File: src/rtl/core/cdt_pkg.sv
package cdt_pkg;

   localparam int DELTA_W  = 10;
   localparam int YEAR_W   = 16;
   localparam int MONTH_W  = 4;
   localparam int DAY_W    = 5;
   localparam int HOUR_W   = 5;
   localparam int MINUTE_W = 6;
   localparam int SECOND_W = 6;
   localparam int MILLIS_W = 10;

   localparam int MILLIS_MAX = 999;
   localparam int SECOND_MAX = 59;
   localparam int MINUTE_MAX = 59;
   localparam int HOUR_MAX   = 23;

   localparam int REQ_DATA_W = 64;
   localparam int REQ_USER_W = 4;
   localparam int RSP_DATA_W = 56;

   localparam logic [1:0] CMD_LOAD = 2'd0;
   localparam logic [1:0] CMD_ADD  = 2'd1;
   localparam logic [1:0] CMD_SUB  = 2'd2;

   localparam logic [1:0] UNIT_MILLIS = 2'd0;
   localparam logic [1:0] UNIT_SECOND = 2'd1;
   localparam logic [1:0] UNIT_MINUTE = 2'd2;
   localparam logic [1:0] UNIT_HOUR   = 2'd3;

   localparam logic       CSR_YEAR_MIN = 1'b0;
   localparam logic       CSR_YEAR_MAX = 1'b1;

   localparam logic [YEAR_W-1:0]  YEAR_MIN_RST = 16'd2000;
   localparam logic [YEAR_W-1:0]  YEAR_MAX_RST = 16'd2099;
   localparam logic [MONTH_W-1:0] MONTH_DEC    = 4'd12;

   // y % 25 == 0  <=>  (y * 25^-1 mod 2^16) <= (2^16 - 1) / 25
   localparam logic [YEAR_W-1:0] DIV25_INV   = 16'd23593;
   localparam logic [YEAR_W-1:0] DIV25_LIMIT = 16'd2621;

   typedef struct packed {
      logic accept;
      logic load;
      logic add;
      logic sub;
   } step_type;

   function automatic logic [DELTA_W-1:0] sat_delta(input logic [1:0] unit,
                                                    input logic [DELTA_W-1:0] delta);
      logic [DELTA_W-1:0] limit;
      case (unit)
         UNIT_MILLIS: limit = DELTA_W'(MILLIS_MAX + 1);
         UNIT_SECOND: limit = DELTA_W'(SECOND_MAX + 1);
         UNIT_MINUTE: limit = DELTA_W'(MINUTE_MAX + 1);
         default:     limit = DELTA_W'(HOUR_MAX + 1);
      endcase
      return (delta > limit) ? limit : delta;
   endfunction

   function automatic logic is_leap(input logic [YEAR_W-1:0] year);
      logic [YEAR_W-1:0] prod;
      logic              div25;
      prod  = year * DIV25_INV;
      div25 = (prod <= DIV25_LIMIT);
      return ((year[1:0] == 2'd0) && !div25) || ((year[3:0] == 4'd0) && div25);
   endfunction

   // Months 0 and 13..15 count as 31 days
   function automatic logic [DAY_W-1:0] month_days(input logic [MONTH_W-1:0] month,
                                                   input logic leap);
      logic [DAY_W-1:0] days;
      case (month) inside
         4'd2:                    days = leap ? 5'd29 : 5'd28;
         4'd4, 4'd6, 4'd9, 4'd11: days = 5'd30;
         default:                 days = 5'd31;
      endcase
      return days;
   endfunction

endpackage

File: src/rtl/core/cdt_time_cell.sv
module cdt_time_cell #(
   parameter int FIELD_W   = cdt_pkg::MILLIS_W,
   parameter int FIELD_MAX = cdt_pkg::MILLIS_MAX
) (
   input  logic                         clock,
   input  logic                         reset,
   input  cdt_pkg::step_type            step,
   input  logic                         start,
   input  logic [cdt_pkg::DELTA_W-1:0]  amount,
   input  logic [FIELD_W-1:0]           load_value,
   input  logic                         carry_in,
   output logic                         carry_out,
   output logic [FIELD_W-1:0]           value
);

   localparam int SUM_W = ((FIELD_W > cdt_pkg::DELTA_W) ? FIELD_W : cdt_pkg::DELTA_W) + 1;

   logic [FIELD_W-1:0]          value_ff, value_in;
   logic                        active;
   logic [cdt_pkg::DELTA_W-1:0] amt;
   logic [SUM_W-1:0]            cur, amt_x, sum;
   logic                        over, under;

   assign active = start | carry_in;
   assign amt    = start ? amount : cdt_pkg::DELTA_W'(1);
   assign cur    = SUM_W'(value_ff);
   assign amt_x  = SUM_W'(amt);
   assign sum    = cur + amt_x;
   assign over   = (sum > SUM_W'(FIELD_MAX));
   assign under  = (cur < amt_x);

   assign carry_out = active & ((step.add & over) | (step.sub & under));

   always_comb begin
      value_in = value_ff;
      if (step.load) begin
         value_in = load_value;
      end else if (active && step.add) begin
         value_in = over ? '0 : FIELD_W'(sum);
      end else if (active && step.sub) begin
         value_in = under ? FIELD_W'(FIELD_MAX) : FIELD_W'(cur - amt_x);
      end
   end

   always_ff @(posedge clock) begin
      if (reset) begin
         value_ff <= '0;
      end else begin
         value_ff <= value_in;
      end
   end

   assign value = value_ff;

endmodule

File: src/rtl/core/cdt_cal_cell.sv
module cdt_cal_cell (
   input  logic                         clock,
   input  logic                         reset,
   input  cdt_pkg::step_type            step,
   input  logic                         carry_in,
   input  logic [cdt_pkg::YEAR_W-1:0]   year_min,
   input  logic [cdt_pkg::YEAR_W-1:0]   year_max,
   input  logic [cdt_pkg::YEAR_W-1:0]   load_year,
   input  logic [cdt_pkg::MONTH_W-1:0]  load_month,
   input  logic [cdt_pkg::DAY_W-1:0]    load_day,
   output logic [cdt_pkg::YEAR_W-1:0]   year,
   output logic [cdt_pkg::MONTH_W-1:0]  month,
   output logic [cdt_pkg::DAY_W-1:0]    day,
   output logic                         wrapped
);

   logic [cdt_pkg::YEAR_W-1:0]  year_ff, year_in;
   logic [cdt_pkg::MONTH_W-1:0] month_ff, month_in;
   logic [cdt_pkg::DAY_W-1:0]   day_ff, day_in;
   logic                        wrapped_ff, wrapped_in;
   logic                        leap, wrap_now;
   logic [cdt_pkg::DAY_W-1:0]   dim;
   logic [cdt_pkg::DAY_W:0]     day_inc;

   assign leap    = cdt_pkg::is_leap(year_ff);
   assign dim     = cdt_pkg::month_days(month_ff, leap);
   assign day_inc = {1'b0, day_ff} + (cdt_pkg::DAY_W + 1)'(1);

   always_comb begin
      year_in  = year_ff;
      month_in = month_ff;
      day_in   = day_ff;
      wrap_now = 1'b0;
      if (step.load) begin
         year_in  = load_year;
         month_in = load_month;
         day_in   = load_day;
      end else if (carry_in && step.add) begin
         if (day_inc <= {1'b0, dim}) begin
            day_in = day_inc[cdt_pkg::DAY_W-1:0];
         end else begin
            day_in = cdt_pkg::DAY_W'(1);
            if (month_ff < cdt_pkg::MONTH_DEC) begin
               month_in = month_ff + cdt_pkg::MONTH_W'(1);
            end else begin
               month_in = cdt_pkg::MONTH_W'(1);
               if (year_ff < year_max) begin
                  year_in = year_ff + cdt_pkg::YEAR_W'(1);
               end else begin
                  year_in  = year_min;
                  wrap_now = 1'b1;
               end
            end
         end
      end else if (carry_in && step.sub) begin
         if (day_ff >= cdt_pkg::DAY_W'(2)) begin
            day_in = day_ff - cdt_pkg::DAY_W'(1);
         end else if (month_ff >= cdt_pkg::MONTH_W'(2)) begin
            month_in = month_ff - cdt_pkg::MONTH_W'(1);
            day_in   = cdt_pkg::month_days(month_ff - cdt_pkg::MONTH_W'(1), leap);
         end else begin
            month_in = cdt_pkg::MONTH_DEC;
            day_in   = cdt_pkg::month_days(cdt_pkg::MONTH_DEC, leap);
            if (year_ff > year_min) begin
               year_in = year_ff - cdt_pkg::YEAR_W'(1);
            end else begin
               year_in  = year_max;
               wrap_now = 1'b1;
            end
         end
      end
   end

   assign wrapped_in = step.accept ? wrap_now : wrapped_ff;

   always_ff @(posedge clock) begin
      if (reset) begin
         year_ff    <= cdt_pkg::YEAR_MIN_RST;
         month_ff   <= cdt_pkg::MONTH_W'(1);
         day_ff     <= cdt_pkg::DAY_W'(1);
         wrapped_ff <= 1'b0;
      end else begin
         year_ff    <= year_in;
         month_ff   <= month_in;
         day_ff     <= day_in;
         wrapped_ff <= wrapped_in;
      end
   end

   assign year    = year_ff;
   assign month   = month_ff;
   assign day     = day_ff;
   assign wrapped = wrapped_ff;

endmodule

File: src/rtl/core/calendar_datetime_stepper.sv
// Latency: a word accepted at one edge shows its result from the next cycle on.
// Throughput: one word per cycle if no result waits on rsp_tready; the millis,
// second, minute, hour and calendar cells settle carries in the accepting cycle.
// Reset (synchronous, active high): 2000-01-01 00:00:00.000, year_min 2000,
// year_max 2099, no result pending; usable from the first cycle after reset.
module calendar_datetime_stepper (
   input  logic                            clock,
   input  logic                            reset,
   input  logic                            req_tvalid,
   output logic                            req_tready,
   // delta, load_year, load_month, load_day, load_hour, load_minute,
   // load_second, load_millis, zero pad
   input  logic [cdt_pkg::REQ_DATA_W-1:0]  req_tdata,
   // command, unit
   input  logic [cdt_pkg::REQ_USER_W-1:0]  req_tuser,
   output logic                            rsp_tvalid,
   input  logic                            rsp_tready,
   // year_out, month_out, day_out, hour_out, minute_out, second_out,
   // millis_out, zero pad
   output logic [cdt_pkg::RSP_DATA_W-1:0]  rsp_tdata,
   // year_wrapped
   output logic                            rsp_tuser,
   input  logic                            csr_valid,
   output logic                            csr_ready,
   input  logic                            csr_index,
   input  logic [cdt_pkg::YEAR_W-1:0]      csr_wdata
);

   logic                           rsp_valid_ff, rsp_valid_in;
   logic [cdt_pkg::YEAR_W-1:0]     year_min_ff, year_max_ff;
   logic                           accept;
   logic [1:0]                     command, unit;
   logic [cdt_pkg::DELTA_W-1:0]    delta, amount;
   cdt_pkg::step_type              step;
   logic [3:0]                     start;
   logic [4:0]                     carry;

   logic [cdt_pkg::MILLIS_W-1:0]   millis;
   logic [cdt_pkg::SECOND_W-1:0]   second;
   logic [cdt_pkg::MINUTE_W-1:0]   minute;
   logic [cdt_pkg::HOUR_W-1:0]     hour;
   logic [cdt_pkg::DAY_W-1:0]      day;
   logic [cdt_pkg::MONTH_W-1:0]    month;
   logic [cdt_pkg::YEAR_W-1:0]     year;
   logic                           wrapped;

   assign command = req_tuser[1:0];
   assign unit    = req_tuser[3:2];
   assign delta   = req_tdata[9:0];

   assign req_tready = !rsp_valid_ff || rsp_tready;
   assign accept     = req_tvalid && req_tready;

   assign step.accept = accept;
   assign step.load   = accept && (command == cdt_pkg::CMD_LOAD);
   assign step.add    = accept && (command == cdt_pkg::CMD_ADD);
   assign step.sub    = accept && (command == cdt_pkg::CMD_SUB);

   assign amount   = cdt_pkg::sat_delta(unit, delta);
   assign start[0] = (unit == cdt_pkg::UNIT_MILLIS);
   assign start[1] = (unit == cdt_pkg::UNIT_SECOND);
   assign start[2] = (unit == cdt_pkg::UNIT_MINUTE);
   assign start[3] = (unit == cdt_pkg::UNIT_HOUR);
   assign carry[0] = 1'b0;

   cdt_time_cell #(
      .FIELD_W   (cdt_pkg::MILLIS_W),
      .FIELD_MAX (cdt_pkg::MILLIS_MAX)
   ) u_millis (
      .clock      (clock),
      .reset      (reset),
      .step       (step),
      .start      (start[0]),
      .amount     (amount),
      .load_value (req_tdata[61:52]),
      .carry_in   (carry[0]),
      .carry_out  (carry[1]),
      .value      (millis)
   );

   cdt_time_cell #(
      .FIELD_W   (cdt_pkg::SECOND_W),
      .FIELD_MAX (cdt_pkg::SECOND_MAX)
   ) u_second (
      .clock      (clock),
      .reset      (reset),
      .step       (step),
      .start      (start[1]),
      .amount     (amount),
      .load_value (req_tdata[51:46]),
      .carry_in   (carry[1]),
      .carry_out  (carry[2]),
      .value      (second)
   );

   cdt_time_cell #(
      .FIELD_W   (cdt_pkg::MINUTE_W),
      .FIELD_MAX (cdt_pkg::MINUTE_MAX)
   ) u_minute (
      .clock      (clock),
      .reset      (reset),
      .step       (step),
      .start      (start[2]),
      .amount     (amount),
      .load_value (req_tdata[45:40]),
      .carry_in   (carry[2]),
      .carry_out  (carry[3]),
      .value      (minute)
   );

   cdt_time_cell #(
      .FIELD_W   (cdt_pkg::HOUR_W),
      .FIELD_MAX (cdt_pkg::HOUR_MAX)
   ) u_hour (
      .clock      (clock),
      .reset      (reset),
      .step       (step),
      .start      (start[3]),
      .amount     (amount),
      .load_value (req_tdata[39:35]),
      .carry_in   (carry[3]),
      .carry_out  (carry[4]),
      .value      (hour)
   );

   cdt_cal_cell u_cal (
      .clock      (clock),
      .reset      (reset),
      .step       (step),
      .carry_in   (carry[4]),
      .year_min   (year_min_ff),
      .year_max   (year_max_ff),
      .load_year  (req_tdata[25:10]),
      .load_month (req_tdata[29:26]),
      .load_day   (req_tdata[34:30]),
      .year       (year),
      .month      (month),
      .day        (day),
      .wrapped    (wrapped)
   );

   assign csr_ready = 1'b1;

   always_ff @(posedge clock) begin
      if (reset) begin
         year_min_ff <= cdt_pkg::YEAR_MIN_RST;
         year_max_ff <= cdt_pkg::YEAR_MAX_RST;
      end else if (csr_valid && csr_ready) begin
         unique case (csr_index)
            cdt_pkg::CSR_YEAR_MIN: year_min_ff <= csr_wdata;
            cdt_pkg::CSR_YEAR_MAX: year_max_ff <= csr_wdata;
            default: ;
         endcase
      end
   end

   // state registers double as the output word; they only move on accept
   always_comb begin
      rsp_valid_in = rsp_valid_ff;
      if (accept) begin
         rsp_valid_in = 1'b1;
      end else if (rsp_tready) begin
         rsp_valid_in = 1'b0;
      end
   end

   always_ff @(posedge clock) begin
      if (reset) begin
         rsp_valid_ff <= 1'b0;
      end else begin
         rsp_valid_ff <= rsp_valid_in;
      end
   end

   assign rsp_tvalid = rsp_valid_ff;
   assign rsp_tdata  = {4'b0000, millis, second, minute, hour, day, month, year};
   assign rsp_tuser  = wrapped;

endmodule

File: config.mk
export PLATFORM = sky130hd
export DESIGN_NAME = calendar_datetime_stepper
export DESIGN_NICKNAME = d
export VERILOG_FILES = /design/src/rtl/core/cdt_pkg.sv /design/src/rtl/core/cdt_time_cell.sv /design/src/rtl/core/cdt_cal_cell.sv /design/src/rtl/core/calendar_datetime_stepper.sv
export SDC_FILE = /design/constraint.sdc
export NUM_CORES = 1
export LEC_CHECK = 0
export ABC_AREA = 1
export BUFFER_PORTS_ARGS = -buffer_cell sky130_fd_sc_hd__buf_2
export CAP_MARGIN = 40
export CORE_MARGIN = 4
export CORE_UTILIZATION = 40
export DETAILED_ROUTE_END_ITERATION = 12
export GPL_TIMING_DRIVEN = 0
export HOLD_SLACK_MARGIN = 0.02
export MAX_ROUTING_LAYER = met4
export PLACE_DENSITY_LB_ADDON = 0.05
export SYNTH_ARGS = -nofsm -noshare
export SYNTH_HDL_FRONTEND = slang
export SYNTH_SLANG_ARGS = --single-unit
File: constraint.sdc
create_clock -name clock -period 8.7 [get_ports clock]
set_clock_uncertainty 0.1 [all_clocks]
set_input_delay 0.435 -clock clock [delete_from_list [all_inputs] [get_ports clock]]
set_output_delay 0.435 -clock clock [all_outputs]
set_load 0.02 [all_outputs]
### After elaboration in Yosys (flattened, before gate mapping)

Index checks and enable logic that the tools add are counted.

* output and inout port bits: 60
* RAM bits: 0
* logic and storage cells: 182
* ROM bits: 0
* bits of input ports: 90
* bits in registers: 86
* memories: 0
* bits in latches: 0

* multiplexer cells: 64
* $lt $le $gt $ge: 16
* shift operators: 0
* div/mod/pow operators: 0
* add/subtract/negate cells: 14
* reduce and logical (&&, ||, !) cells: 37
* equality and inequality tests: 19
* multipliers: 1
* bitwise gates (word level): 20

Operators with widths (count)
* $mux 16: 9
* $mux 10: 10
* $mux 5: 13
* $mux 6: 10
* $mux 4: 7
* $add 6x10->11: 2
* $gt 11x6->1 const B: 2
* $lt 6x10->1: 2
* $pmux 10 s2: 1
* $add 16x1->16 const B: 1
* $eq 4x3->1 const B: 4
* $eq 4x4->1 const B: 4
* $gt 16x16->1: 1
* $le 16x12->1 const B: 1
* $logic_and 1x1->1: 16
* $lt 16x16->1: 1
* $mul 16x15->16 const B: 1
* $sub 16x1->16 const B: 1
* $reduce_bool 3->1: 5
* $mux 1: 14
* $and 1x1->1: 12
* $sub 6x6->6: 2
* $add 10x10->11: 1
* $add 5x10->11: 1
* 32 further kinds: 50

### Logic depth before layout (Yosys ltp)

Gate-level depths: netlist of run 1.

* depth in word-level cells: 21
* mapped depth: 42
* gate-level depth less buffers: 41

### Cells and area by module

From an unflattened synthesis of run 1, not the netlist that was laid out.

* cells, all modules: 1960
* area, all modules: 12584.6 um^2

By module, submodules not included
* cdt_cal_cell: instances 1, seq. area each 520.5 um^2, area an instance 5527.8 um^2, cells an instance 825
* cdt_time_cell at u_millis: instances 1, seq. area each 200.2 um^2, area an instance 1814.2 um^2, cells an instance 309
* calendar_datetime_stepper: instances 1, seq. area each 660.6 um^2, area an instance 1729.2 um^2, cells an instance 222
* cdt_time_cell at u_minute: instances 1, seq. area each 120.1 um^2, area an instance 1204.9 um^2, cells an instance 209
* cdt_time_cell at u_second: instances 1, seq. area each 120.1 um^2, area an instance 1192.4 um^2, cells an instance 204
* cdt_time_cell at u_hour: instances 1, seq. area each 100.1 um^2, area an instance 1116.1 um^2, cells an instance 191

### Worst setup path after synthesis of run 1

No wires, ideal clock.

* path kind: reg2reg
* from: reg u_cal.year_ff (netlist bit u_cal.year[2])
* to: reg u_cal.year_ff (netlist bit u_cal.year[10])
* path buffers: 1
* setup slack: 2672 ps
* library setup time: 130 ps
* data arrival time: 5798 ps
* stages on the path, launching flop included: 29
* period minus slack after synthesis: 6028 ps
* cells stage by stage: dfxtp_1 -> inv_1 -> ha_1 -> ha_1 -> inv_1 -> fa_1 -> fa_1 -> inv_1 -> fa_1 -> ha_1 -> ha_1 -> inv_1 -> o31a_1 -> nand3_1 -> nand4_1 -> nor3_1 -> nand2_1 -> nand2_1 -> a21oi_1 -> ha_1 -> a211oi_1 -> a32oi_1 -> nand4_1 -> nand2_2 -> nor2_8 -> nand2_4 -> buf_4 -> nand2_1 -> nand3_1

* longest elaborated chain between the ends: 10
* elaborated cells on any way between the ends: 25

Ends and longest elaborated chain
* from (decl): line cdt_cal_cell.sv:17 `logic [cdt_pkg::YEAR_W-1:0] year_ff, year_in;`
* from (signal assigned): line cdt_cal_cell.sv:78 `year_ff <= cdt_pkg::YEAR_MIN_RST;`
* from (signal assigned): line cdt_cal_cell.sv:83 `year_ff <= year_in;`
* $mul 16x15->16: line cdt_pkg.sv:63 `prod = year * DIV25_INV;`
* $le 16x12->1: line cdt_pkg.sv:64 `div25 = (prod <= DIV25_LIMIT);`
* $logic_not 1->1: line cdt_pkg.sv:65 `return ((year[1:0] == 2'd0) && !div25) || ((year[3:0] == 4'd0) && div25);`
* $logic_and 1x1->1: line cdt_pkg.sv:65
* $logic_or 1x1->1: line cdt_pkg.sv:65
* $mux 1: line cdt_pkg.sv:73 `4'd2: days = leap ? 5'd29 : 5'd28;`
* $mux 5: line cdt_pkg.sv:72 `case (month) inside`
* $le 6x5->1: line cdt_cal_cell.sv:39 `if (day_inc <= {1'b0, dim}) begin`
* $ne 3x3->1 (no source line)
* $reduce_and 5->1 (no source line)

Several ways; a longest one is shown, not always the timed one. The select of a mux whose other input is x is not followed.
A chain may end at the register's enable or synchronous reset.

### Worst setup path in the final report of run 1

* from: reg u_cal.year_ff (netlist bit u_cal.year[2])
* to: reg u_cal.year_ff (netlist bit u_cal.year[7])

Same word-level chain as after synthesis.

==> results.ini, run 1 <==
[timing]
slew_headroom=0.408
finalSetupViolCount=0
tns_ps=0
period_minus_slack_ps=7030
rsz0062_at_grt=no
tightest_slew_ps=889
max_freq_mhz=142
hold_viol_final=0
fin_crit_sh=0.808
slew_violations=0

[yosys]
synth_top_area_frac=0.202
synth-seq-cells=86
synth_area_per_cell_um2=6.66
syn-cell-area_um2=11000
synth_area_leaders=ha_1, dfxtp_1, nand2_1
ys_types=58
synth_common_cells=nand2_1, inv_1, ha_1
synthCells=1658
yosysTopAreaCell=ha_1
synthFlopType=dfxtp_1
yosysSeqAreaShare=0.156
async_flop_share=0
yosysMostFrequentCell=nand2_1
ys_warn_count=0
synth_edf_count=0

[routing]
drc=0
routedWlPerCell_um=17.5
firstDrtPassIters=7
detail-route-antenna-nets=0
drt-initial-drc-count=734
vias_per_cell=5.25
vias=11400
routed_wl_mm=37.9

[finish]
final_cells=2162
fin_util=0.463
fillers=2919
drive_above_1_share=0.123
antennaDiodeCount=0
syn2layout_area_growth_pct=13.3
nets=2110

[clock_network]
cts-resized-gates=0
clk_path_buf_depth=2
clkTransAtPathRegs_ps=80
cts_tree=yes
clockRootBuffer=clkbuf_16
h-tree-depth=3
insertion_delay_ps=360
cts_hold_buf=0
cts_buffers=9
cts_setup_buffers=0
cts.sinks=86

[critical_path]
r2r_cells=28
critPathArrivalTime_ps=7150
cp_max_fo=10
critical_path.max_stage_delay_ps=770
slowest_stage=dfxtp_1
crit_type=reg -> reg
startpoint_type=flop
cp_common_cell=ha_1
crit_path_end_kind=flop
cp.required_ps=8820

[die]
fp.dieArea_um2=30300
coreArea_um2=27000
start_util=0.408
io_pins=150
die_x_um=174
rows=60
die_y_um=174

[power_and_ir_drop]
peakVddDrop_uv=82.9
leakage_nw=6.66
power.density_nw_per_um2=160

[place]
place.gp.congestion=0.929
placedCellCount=2146
post-dp-hpwl_mm=30.8
io_buffers=141

[global_route]
grt_pass1_vias=10600
grt_pass1_wl_mm=58.9
grt_max_degree=20
grt_busiest_layer=met1
grt_overflow=0
grt_use_total=0.250
antenna_found_initial=0
met1_usage=0.369
grt_use_met3=0.0328
grt.met2_usage=0.369

[min_path]
min_path_cells=3
hp-class=in -> reg

[job]
cap_violations=0

[status]
outcome=finished clean

-- stage by stage --
stage / hold slack [ps] / worst slack, ps / instance area [µm²] / power [mW]
after global placement: 374 / 1800 / 12200 / 1.57
after floorplan: 344 / 2670 / 11100 / 1.28
after detailed placement: 376 / 1690 / 12200 / 1.58
after global routing: 212 / 1180 / 12500 / 2.19
after CTS: 190 / 1650 / 12500 / 2.01
final: 199 / 1670 / 12500 / 2.00
-- cells in the final DEF, fill, tap and decap left out, types with 4 or more instances in the layout --
master	instances
nand2_1	358
inv_1	239
ha_1	178
buf_2	153
o21ai_0	136
a21oi_1	128
nor2_1	109
nand3_1	102
dfxtp_1	86
xor2_1	53
clkbuf_1	32
fa_1	26
nor3_1	19
xnor2_1	17
a31oi_1	17
o211ai_1	17
nand4_1	16
inv_2	12
nand2_2	10
clkbuf_16	9
o21bai_1	8
buf_4	8
o2111ai_1	7
nand2_4	5
conb_1	5
a21o_1	4
o31ai_1	4
o221ai_1	4
-- cell type report --
| cell class | instances | area (µm²) | share of cell area |
|---|---|---|---|
| sequential | 86 | 1720 | 0.138 |
| inverter | 254 | 953 | 0.0762 |
| clock inverter | 7 | 86.3 | 0.00690 |
| timing repair buffer | 144 | 723 | 0.0578 |
| multi-input combinational | 1268 | 8130 | 0.650 |
| buffer | 53 | 245 | 0.0196 |
| clock buffer | 9 | 225 | 0.0180 |
| tap | 341 | 427 | 0.0341 |
-- metal layers --
metal | up-vias | wire length (µm)
li1 | 5764 | -
met4 | 0 | 348
met1 | 5255 | 19400
met5 | - | 0
met2 | 314 | 16000
met3 | 28 | 2100
-- critical path: cells and delay by family, from the launching register on --
kind	cells	cell delay, ps
AO/OA/AOI/OAI	4	850
adder cells (fa/ha/maj)	8	3100
buffers and inverters	5	660
flip-flops	1	770
AND/OR/NAND/NOR	11	1370
-- flip-flops by register name, indices dropped and copies added (netlist names) --
name            count
u_cal.day           5
year_min_ff        16
u_minute.value      6
u_hour.value        5
u_cal.wrapped       1
u_millis.value     10
u_cal.month         4
u_cal.year         16
u_second.value      6
rsp_tvalid          1
year_max_ff        16
-- final timing paths --
path / startpoint / to / slack [ps]
min: csr_wdata[4] / year_min_ff[4] / 200
max reg2reg: u_cal.year[2] / u_cal.year[7] / 1670
min reg2reg: u_cal.wrapped / u_cal.wrapped / 390
max: u_cal.year[2] / u_cal.year[7] / 1670
-- where the power goes --
group	internal, mW	switching (mW)	leakage [nW]
Clock	0.207	0.217	0.151
Sequential	0.423	0.0493	0.707
Combinational	0.422	0.685	5.80
-- cell families (layout without fill, tap and decap cells) --
kind of cell	count (synthesis)	in the layout	synth area share
buffers and inverters	307	467	0.109
adders and majority gates	204	204	0.249
AOI/OAI and AO/OA	347	347	0.177
DFF	86	86	0.156
xor gates and xnor gates	70	70	0.0555
other	2	5	0.000680
and+or+nand+nor	642	642	0.253
No activity file was read; power rests on OpenSTA's default activity.
==> run 2: changes to the inputs <==
ABC_AREA = 0   (was 1)
clock period = 6.4 ns   (was 8.7 ns; I/O delays follow)
==> run 2 against run 1 <==
Against the previous run: utilization grew 3.0 points; wire length rose by 12%; combinational power grew 59%; clock power grew 40%; count of clock-buffer cells in the layout unchanged; sequential power grew 32%; register-to-register slack worse by 1700 ps; maximum frequency up 10%; setup slack got worse by 1700 ps; critical path depth rose by 3; global-route usage rose by 2.0 points; hold slack got worse by 140 ps.
==> results.ini, run 2 <==
[global_route]
grt_max_degree=20
antenna_found_initial=1
grt_overflow=0
grt_pass1_wl_mm=63.9
grt_use_total=0.270
grt_pass1_vias=11300

[routing]
drt-initial-drc-count=989
drc=0
firstDrtPassIters=5
detail-route-antenna-nets=0
vias_per_cell=5.69
routedWlPerCell_um=20.1
vias=12000
routed_wl_mm=42.5

[power_and_ir_drop]
p_total_mw=2.98
pwr-share-comb=0.592
power.density_nw_per_um2=217
clkPwrFrac=0.199
peakVddDrop_uv=112
switchingPower_mw=1.37
power.internal_mw=1.61
switching_share=0.460
sequentialPowerShare=0.209
leakage_nw=6.22

[timing]
max_freq_mhz=157
hold_viol_final=0
fin_crit_sh=0.997
finalSetupViolCount=0
slew_headroom=0.395
rsz0062_at_grt=yes
tightest_slew_ps=908
slew_violations=0
period_minus_slack_ps=6380

[die]
die_y_um=176
coreArea_um2=27900
rows=61
fp.dieArea_um2=31100
start_util=0.407
io_pins=150
die_x_um=176

[critical_path]
slowest_stage=fa_1
crit_type=reg -> reg
startpoint_type=flop
cp_max_fo=5
cp.required_ps=6580
cp_common_cell=ha_4
critical_path.max_stage_delay_ps=560
crit_path_end_kind=flop
critPathArrivalTime_ps=6570

[clock_network]
insertion_delay_ps=370
cts_buffers=9
cts_tree=yes
clockRootBuffer=clkbuf_16
h-tree-depth=3
cts.sinks=86
clkTransAtPathRegs_ps=90
cts_hold_buf=0
clk_path_buf_depth=2

[finish]
final_cells=2108
nets=2017
multiInputGateArea_um2=9110
ff_latch_area_um2=1770
syn2layout_area_growth_pct=21.2
fin_util=0.493
final_common_cell=nand2_1
final_cell_mix=nand2_1, inv_1, ha_1
fillers=2883
drive_above_1_share=0.186

[yosys]
ys_types=78
yosysTopAreaCell=ha_1
ys_warn_count=0
synth_top_area_frac=0.197
async_flop_share=0
synth_area_per_cell_um2=7.41
synth_area_leaders=ha_1, dfxtp_1, nand2_1
yosysMostFrequentCell=ha_1
synth-seq-cells=86
synthFlopType=dfxtp_1
synthCells=1529
synth_edf_count=0
synth_common_cells=ha_1, nand2_1, inv_1
yosysSeqAreaShare=0.152
syn-cell-area_um2=11300

[min_path]
hp-class=in -> reg

[place]
place.gp.congestion=0.936
io_buffers=139
placedCellCount=2058
post-dp-hpwl_mm=32.5

[status]
outcome=finished clean

[job]
cap_violations=0

run 2: changes by cell type after synthesis, moves of 19 or more:
cell	delta
clkbuf_1	+21
xor2_1	-42
o31ai_1	+19
a311oi_1	+20
o21ai_0	-74
xnor2_1	+36
nand2_1	-181
inv_1	-67
nand2b_1	+24
a211oi_1	+43
nand3_1	-67
run 2: area by class of cell:
type                            instances  area share
Sequential cell                        86       0.129
Timing Repair Buffer                  181      0.0761
Clock buffer                            9      0.0164
Clock inverter                          7     0.00665
Inverter                              172      0.0475
Buffer                                 75      0.0260
Antenna cell                            2    0.000364
Tap cell                              378      0.0344
Multi-Input combinational cell       1198       0.663
run 2: cells by family (layout without fill, tap and decap cells):
family          Yosys count  after routing  share of synthesized area
compound gates          443            443                      0.265
xor+xnor                 64             64                     0.0495
fa+ha+maj               206            206                      0.244
buf+inv                 248            444                     0.0857
flops                    86             86                      0.152
mux                       9              9                    0.00817
other cells               2              7                   0.000663
simple gates            471            471                      0.195
run 2: per-stage QoR:
step | area (µm²) | setup TNS (ps) | hold WS [ps] | worst slack [ps]
6_report | 13700 | 0 | 60.3 | 16.1
3_3_place_gp | 12500 | -52060 | 345 | -1340
3_5_place_dp | 12600 | -42500 | 349 | -1270
5_1_grt | 13700 | -2420 | 69.7 | -187
4_1_cts | 13300 | 0 | 46.9 | 1.14
2_1_floorplan | 11400 | 0 | 328 | 19.4
run 2: worst max-delay path: cells and delay by family, from the launching register on:
kind,cells,cell delay [ps]
AO/OA/AOI/OAI,11,1630
AND/OR/NAND/NOR,6,650
flip-flops,1,380
adder cells (fa/ha/maj),8,2810
multiplexers,1,230
buffers and inverters,4,370
XOR/XNOR,1,110
run 2: final timing paths:
path                   start               to  slack (ps)  depth (start not counted)
min            req_tdata[34]     u_cal.day[4]          60                          3
max reg2reg    u_cal.year[3]    u_cal.year[1]          20                         31
min reg2reg  year_max_ff[12]  year_max_ff[12]         360                          2
max            u_cal.year[3]    u_cal.year[1]          20                         31
run 2: layer usage:
| layer | vias up | share of wire | track usage |
|---|---|---|---|
| met1 | 5710 | 0.48 | 0.385 |
| met2 | 431 | 0.42 | 0.393 |
| met3 | 68 | 0.070 | 0.0460 |
| met4 | 0 | 0.023 | 0.0760 |
| met5 | - | 0 | - |
| li1 | 5795 | - | - |
run 2: power groups by stage:
stage	clock, mW	sequential, mW	combinational, mW
after global placement	0	0.646	1.47
after detailed placement	0	0.647	1.48
final	0.594	0.624	1.77
after floorplan	0	0.653	1.07
after CTS	0.600	0.627	1.60
after global routing	0.617	0.629	1.95
run 2: what timing repair did:
action	CTS	global route
cloned	1	0
setup buffers	16	15
pin swaps	13	37
endpoints found under the setup margin	45	43
resized for setup	52	77
